--- config.mk ---
export PLATFORM = sky130hd
export DESIGN_NAME = gbba_div
export DESIGN_NICKNAME = d
export VERILOG_FILES = /design/src/rtl/group_bitmap_block_allocator_core_assert.svh /design/src/rtl/gbba_pkg.sv /design/src/rtl/gbba_div.sv
export SDC_FILE = /design/constraint.sdc
export NUM_CORES = 1
export LEC_CHECK = 0
export ABC_AREA = 0
export BUFFER_PORTS_ARGS = -buffer_cell sky130_fd_sc_hd__clkbuf_2
export CAP_MARGIN = 20
export CORE_MARGIN = 2
export CORE_UTILIZATION = 50
export CTS_BUF_LIST = sky130_fd_sc_hd__clkbuf_8 sky130_fd_sc_hd__clkbuf_16
export CTS_CLUSTER_DIAMETER = 120
export DETAILED_ROUTE_END_ITERATION = 10
export GPL_ROUTABILITY_DRIVEN = 0
export PLACE_DENSITY_LB_ADDON = 0.2
export SYNTH_ARGS = -nofsm -noshare
export SYNTH_HDL_FRONTEND = slang
export SYNTH_SLANG_ARGS = --single-unit
--- constraint.sdc ---
create_clock -name clock -period 5.3 [get_ports clock]
set_input_delay 0.265 -clock clock [delete_from_list [all_inputs] [get_ports clock]]
set_output_delay 0.265 -clock clock [all_outputs]
set_load 0.1 [all_outputs]
--- src/rtl/group_bitmap_block_allocator_core_assert.svh ---
// Assertion macros shared by the allocator RTL.
// Define ASSERT_OFF to compile the checks out.
`ifndef GROUP_BITMAP_BLOCK_ALLOCATOR_CORE_ASSERT_SVH
`define GROUP_BITMAP_BLOCK_ALLOCATOR_CORE_ASSERT_SVH
`ifndef ASSERT_OFF
`define GBBA_ASSERT(lbl, clk, rst, prop) \
   lbl: assert property (@(posedge clk) disable iff (rst) prop) \
      else $error("allocator assertion failed");
`define GBBA_NEVER(lbl, clk, rst, cond) \
   lbl: assert property (@(posedge clk) disable iff (rst) !(cond)) \
      else $error("allocator forbidden condition seen");
`else
`define GBBA_ASSERT(lbl, clk, rst, prop)
`define GBBA_NEVER(lbl, clk, rst, cond)
`endif
`endif

--- src/rtl/gbba_pkg.sv ---
`timescale 1ns / 1ps
package gbba_pkg;

   localparam int NUM_GROUPS_DEF = 16;
   localparam int GROUP_BITS_DEF = 8192;

   localparam int WORD_W   = 64;
   localparam int TYPE_W   = 1;
   localparam int COUNT_W  = 16;
   localparam int BLOCK_W  = 17;
   localparam int RUN_W    = 14;
   localparam int STATUS_W = 2;
   localparam int BPG_W    = 14;
   localparam int GC_W     = 5;
   localparam int CSR_IDX_W = 2;
   localparam int CSR_DATA_W = 14;

   localparam logic [TYPE_W-1:0] REQ_ALLOC   = 1'b0;
   localparam logic [TYPE_W-1:0] REQ_RELEASE = 1'b1;

   localparam logic [STATUS_W-1:0] STAT_OK      = 2'd0;
   localparam logic [STATUS_W-1:0] STAT_NOSPACE = 2'd1;
   localparam logic [STATUS_W-1:0] STAT_RANGE   = 2'd2;

   localparam logic [CSR_IDX_W-1:0] CSR_BPG = 2'd0;
   localparam logic [CSR_IDX_W-1:0] CSR_GC  = 2'd1;

   typedef enum logic [3:0] {
      ST_CLEAR,
      ST_IDLE,
      ST_SRCH_RD,
      ST_SRCH_CHK,
      ST_RUN,
      ST_RUN_LD,
      ST_DIV,
      ST_REL_RD,
      ST_REL_WR,
      ST_RESP
   } state_type;

   typedef struct packed {
      logic               done;
      logic [BLOCK_W-1:0] quotient;
      logic [BPG_W-1:0]   remainder;
   } div_res_type;

endpackage

--- src/rtl/gbba_div.sv ---
`timescale 1ns / 1ps
module gbba_div (
   input  logic                       clock,
   input  logic                       reset,
   input  logic                       start,
   input  logic [gbba_pkg::BLOCK_W-1:0] dividend,
   input  logic [gbba_pkg::BPG_W-1:0]   divisor,
   output gbba_pkg::div_res_type        res
);
   import gbba_pkg::*;
   localparam int CNT_W = $clog2(BLOCK_W + 1);

   logic [BLOCK_W-1:0] quo_ff, quo_in;
   logic [BPG_W-1:0]   rem_ff, rem_in;
   logic [BPG_W-1:0]   dvs_ff, dvs_in;
   logic [CNT_W-1:0]   cnt_ff, cnt_in;
   logic               busy_ff, busy_in;
   logic               done_ff, done_in;
   logic [BPG_W:0]     trial;

   // One restoring step per cycle, most significant dividend bit first.
   always_comb begin
      quo_in  = quo_ff;
      rem_in  = rem_ff;
      dvs_in  = dvs_ff;
      cnt_in  = cnt_ff;
      busy_in = busy_ff;
      done_in = 1'b0;
      trial   = {rem_ff, quo_ff[BLOCK_W-1]};
      if (start) begin
         quo_in  = dividend;
         rem_in  = '0;
         dvs_in  = divisor;
         cnt_in  = '0;
         busy_in = 1'b1;
      end else if (busy_ff) begin
         if (trial >= {1'b0, dvs_ff}) begin
            rem_in = BPG_W'(trial - {1'b0, dvs_ff});
            quo_in = {quo_ff[BLOCK_W-2:0], 1'b1};
         end else begin
            rem_in = trial[BPG_W-1:0];
            quo_in = {quo_ff[BLOCK_W-2:0], 1'b0};
         end
         cnt_in = cnt_ff + 1'b1;
         if (cnt_ff == CNT_W'(BLOCK_W - 1)) begin
            busy_in = 1'b0;
            done_in = 1'b1;
         end
      end
   end

   always_ff @(posedge clock) begin
      if (reset) begin
         busy_ff <= 1'b0;
         done_ff <= 1'b0;
      end else begin
         busy_ff <= busy_in;
         done_ff <= done_in;
      end
      quo_ff <= quo_in;
      rem_ff <= rem_in;
      dvs_ff <= dvs_in;
      cnt_ff <= cnt_in;
   end

   assign res.done      = done_ff;
   assign res.quotient  = quo_ff;
   assign res.remainder = rem_ff;
endmodule
---- Word level (Yosys, flattened, before mapping) ----
Cells that the tools add are included.
storage, ports and cells
  flip-flop bits (word level) ............. 52
  output and inout bits ................... 32
  word-level logic and storage cells ...... 21
cells by class
  $add $sub $neg .......................... 2
  magnitude comparators ................... 1
  eq/ne operators ......................... 1
  mux-type cells .......................... 8
  bitwise operators ....................... 1
  reduce and logical (&&, ||, !) cells .... 2
operators with widths
  kind                                         number
  2-to-1 mux 17 bit                            2
  >= comparator 15 x 14 -> 1 bit               1
  2-to-1 mux 14 bit                            1
  subtractor 14 bit                            1
  adder 5 x 1 -> 5 bit, second input constant  1
  == test 5 bit, second input constant         1
  2-to-1 mux 1 bit                             5
  OR reduction 3 bit                           1
  nonzero test 2 bit                           1
  NOT 1 bit                                    1

---- Logic depth before layout (Yosys ltp) ----
  depth after elaboration ................. 4
  depth in mapped cells ................... 11
  gate-level depth less buffers ........... 11

---- Least setup slack after synthesis ----
OpenSTA, ideal clock, no wires.
  path kind ............................... flip-flop to flip-flop
  start point ............................. reg rem_ff[3]
  end point ............................... reg quo_ff[0] (data pin)
  setup time .............................. 260 ps
  arrival time ............................ 2687 ps
  slack ................................... 2353 ps
  stages on the path, launching flop included .. 9
  path buffers ............................ 1
  clock period less this slack ............ 2947 ps
  path through ............................ dfxtp_1 ha_1 a21oi_1 nor2b_1 nand3b_2 a21oi_4 o211ai_4 buf_8 mux2_2
on the way
  word-level cells in the longest chain between the ends .. 4
ends and longest elaborated chain
  item                            RTL line        RTL
  start: declaration              gbba_div.sv:14  logic [BPG_W-1:0] rem_ff, rem_in;
  start signal: assignment        gbba_div.sv:61  rem_ff <= rem_in;
  >= comparator 15 x 14 -> 1 bit  gbba_div.sv:37  if (trial >= {1'b0, dvs_ff}) begin
  2-to-1 mux 1 bit                gbba_div.sv:37
  2-to-1 mux 17 bit               gbba_div.sv:36  end else if (busy_ff) begin
  2-to-1 mux 17 bit               gbba_div.sv:30  if (start) begin
  named net quo_in[0]             gbba_div.sv:13  logic [BLOCK_W-1:0] quo_ff, quo_in;
  end signal: assignment          gbba_div.sv:60  quo_ff <= quo_in;
  end: declaration                gbba_div.sv:13
The timed path passes the listed nets, and every way through them passes these cells. The select of a mux whose other input is x is not followed.
A chain may end at the register's enable or synchronous reset.

---- Worst setup path in the final report ----
  start point ............................. reg quo_ff[16]
  end point ............................... reg rem_ff[10]
on the way
  word-level cells in the longest chain between the ends .. 2
  elaborated cells between the ends (all ways) .. 3
  classes of those cells .................. 1 x add/sub; 1 x order compare; 1 x mux
ends and longest elaborated chain
  item                                                                 RTL line
  subtractor 14 bit or >= comparator 15 x 14 -> 1 bit (tied branches)  gbba_div.sv:38, gbba_div.sv:37
  2-to-1 mux 14 bit *                                                  gbba_div.sv:37
Mark *: on every way between the ends. The rest lies on a longest branch, timed or not.

==> qor.txt <==
Hold Fails Final Rpt -> 0
Yosys warnings -> 0
Maximum capacitance violations -> 0
Diodes inserted -> 0
Power Dens Cells -> 346 nW/um^2
Clock skew -> 15.2 ps
Max-slew violation count -> 0
Most common cell after layout, fill and taps aside -> clkbuf_2
Final nets -> 367
Initial antenna violation count -> 0
CTS root buf -> clkbuf_8
Pre-CTS WS -> 2690 ps
Core footprint -> 5470 um^2
Fraction of layout cells with a size suffix above 1 -> 0.307
TritonCTS buffer count -> 5
Die ar. -> 6230 um^2
CTS tree -> done
Hold WS -> 125 ps
Synth top area cells -> edfxtp_1 (33%), dfxtp_1 (15%), ha_1 (7.6%), mux2_2 (6.8%), mux2i_1 (3.6%)
Placed Area -> 3180 um^2
Fillers -> 501
Synth top area share -> 0.332
IR drop worst, VDD -> 206 uV
Initial Util -> 0.513
DR iter-0 viols -> 99
Crit path time final -> 2590 ps
Row count -> 27
Pleak -> 1.42 nW
Power Total -> 0.00113 W
RSZ-0062 raised after global routing -> false
Clk buf depth -> 2
Post-DP HPWL -> 3740 um
Synth Flop Type -> edfxtp_1
Largest net degree at the start of global routing -> 37
CP max stage delay -> 420 ps
Synth Register Bits -> 52
HP Start -> divisor[11]
Status -> completed
Vias in the first global route -> 1890
Max Freq -> 0.386 GHz
Sink Count -> 52
Finished Cell Area -> 3270 um^2
Critical path required time -> 5520 ps
Net Count, Synth -> 303
Final worst-path cycle share -> 0.489
Crit-path cells -> inv_1 -> ha_1 -> inv_1 -> fa_1 -> a211oi_1 -> o211ai_1 -> a31o_2 -> a21oi_1 -> xnor2_1 -> mux2i_1 -> a211oi_1
Hold-fix buffers, CTS -> 0
CP endpoint kind -> flop
Post-CTS Setup Bufs -> 0
Setup ws final -> 2710 ps
Clock Latency Late Sink -> 310 ps
Setup tns final -> 0 ps
Crit-path max FO -> 3
Critical path arrival -> 2810 ps
# port buffers -> 65
Die Ht -> 78.9 um
Async SR Flop Fraction -> 0
Slew HR -> 0.562
Drt wl/cell -> 13.2 um
# H-tree levels -> 2
Final setup viols -> 0
GRT overflow -> 0
Via density -> 5.24
CP max-delay cell -> edfxtp_1
ANT nets after route -> 0
Mapped Cells -> 251
Drt drc -> 0
Post-synthesis cell area -> 2810 um^2
I/O pin count -> 66
Sequential share of the synthesized area -> 0.481
Chip width -> 78.9 um
Distinct cells, synth -> 49
Critical path startpoint -> quo_ff[16]
Pre-Repair DR Iteration Count -> 6
Largest area contributor in the netlist -> edfxtp_1
Final WL -> 5120 um
Hold WC Path Type -> input pin to flop
Via count -> 2033
Post-CTS Resized -> 0
FF-to-FF Start -> quo_ff[16]
CTS clk-pin slew, worst paths -> 100 ps
Synth Area per Inst -> 11.2 um^2
Critical path type -> flop to flop
P&R area growth vs syn -> 16.5%
Least-Margin Pin Slew -> 654 ps
Global-route wire length before repair -> 8610 um
Number of flops mapped to enable cells by yosys -> 31
Startpoint types -> flop
Gr usage total -> 0.175
Commonest non-fill, non-tap cells in the layout -> clkbuf_2 (65), edfxtp_1 (31), nor2_1 (21), dfxtp_1 (21), inv_1 (20)
## cell usage after synthesis, drive strengths merged (2+ instances only)
cell    number
clkbuf       6
xnor2        9
buf          4
mux2        17
nor2        21
a31o         2
inv         19
a21oi       16
o211ai       2
nand4        3
nor3         5
nand2       14
a311o        2
xor2         6
ha          17
a211oi      10
o211a        2
dfxtp       21
nand2b       3
edfxtp      31
o21ai        4
mux2i       10
a211o        2
nor2b        4
nor3b        2
a21o         2
nand3b       2
## final cells by class
cell class	instances	area, um^2	area share
Tap cell	72	90.1	0.0276
Clock inverter	3	16.3	0.00498
Clock buffer	5	68.8	0.0210
Sequential cell	52	1350	0.413
Multi-Input combinational cell	170	1330	0.407
Timing Repair Buffer	67	340	0.104
Inverter	19	71.3	0.0218
## critical path, delay by kind of cell (launching register included)
kind                       cells  cell delay (ps)
AOI/OAI and AO/OA              5             1160
xor gates and xnor gates       1              130
adders and majority gates      2              560
buffers and inverters          2              150
DFF                            1              420
muxes                          1               80
## kinds of logic (layout without fill, tap and decap cells)
logic type      Yosys count  count (layout)  synth area share
xor+xnor                 15              15            0.0468
simple gates             61              61             0.108
fa+ha+maj                18              18            0.0829
flops                    52              52             0.481
buf+inv                  29              94            0.0441
mux                      27              27             0.104
compound gates           49              49             0.132
## metrics by stage
step,cells,util
global placement,380,0.582
global route,388,0.597
detailed placement,380,0.582
CTS,388,0.597
finish,388,0.597
floorplan,251,-
## path summary, 6_finish.rpt
kind	slack, ps	depth (start not counted)	to
worst max-delay path	2710	11	rem_ff[10]
worst min register to register	520	2	rem_ff[3]
worst min-delay path	130	1	dvs_ff[11]
worst max register to register	2710	11	rem_ff[10]
## registers in the layout, indices dropped and copies added, names as in the netlist
name,count
quo_ff,17
dvs_ff,14
rem_ff,14
cnt_ff,5
busy_ff,1
done_ff,1
## where the power goes
group          switching [W]  leakage, nW  internal [W]  total [W]
Clock               0.000126       0.0470     0.0000908   0.000216
Sequential         0.0000230        0.481      0.000469   0.000492
Combinational       0.000304        0.897      0.000117   0.000421
## layer usage
metal | wire length, um | GRT usage | share of wire | up-vias
li1 | - | - | - | 1035
met1 | 2500 | 0.232 | 0.49 | 943
met2 | 2240 | 0.275 | 0.44 | 49
met3 | 320 | 0.0580 | 0.062 | 6
met4 | 60 | 0.0517 | 0.012 | 0
met5 | 0 | 0 | 0 | -
No activity file was read; power rests on OpenSTA's default activity.
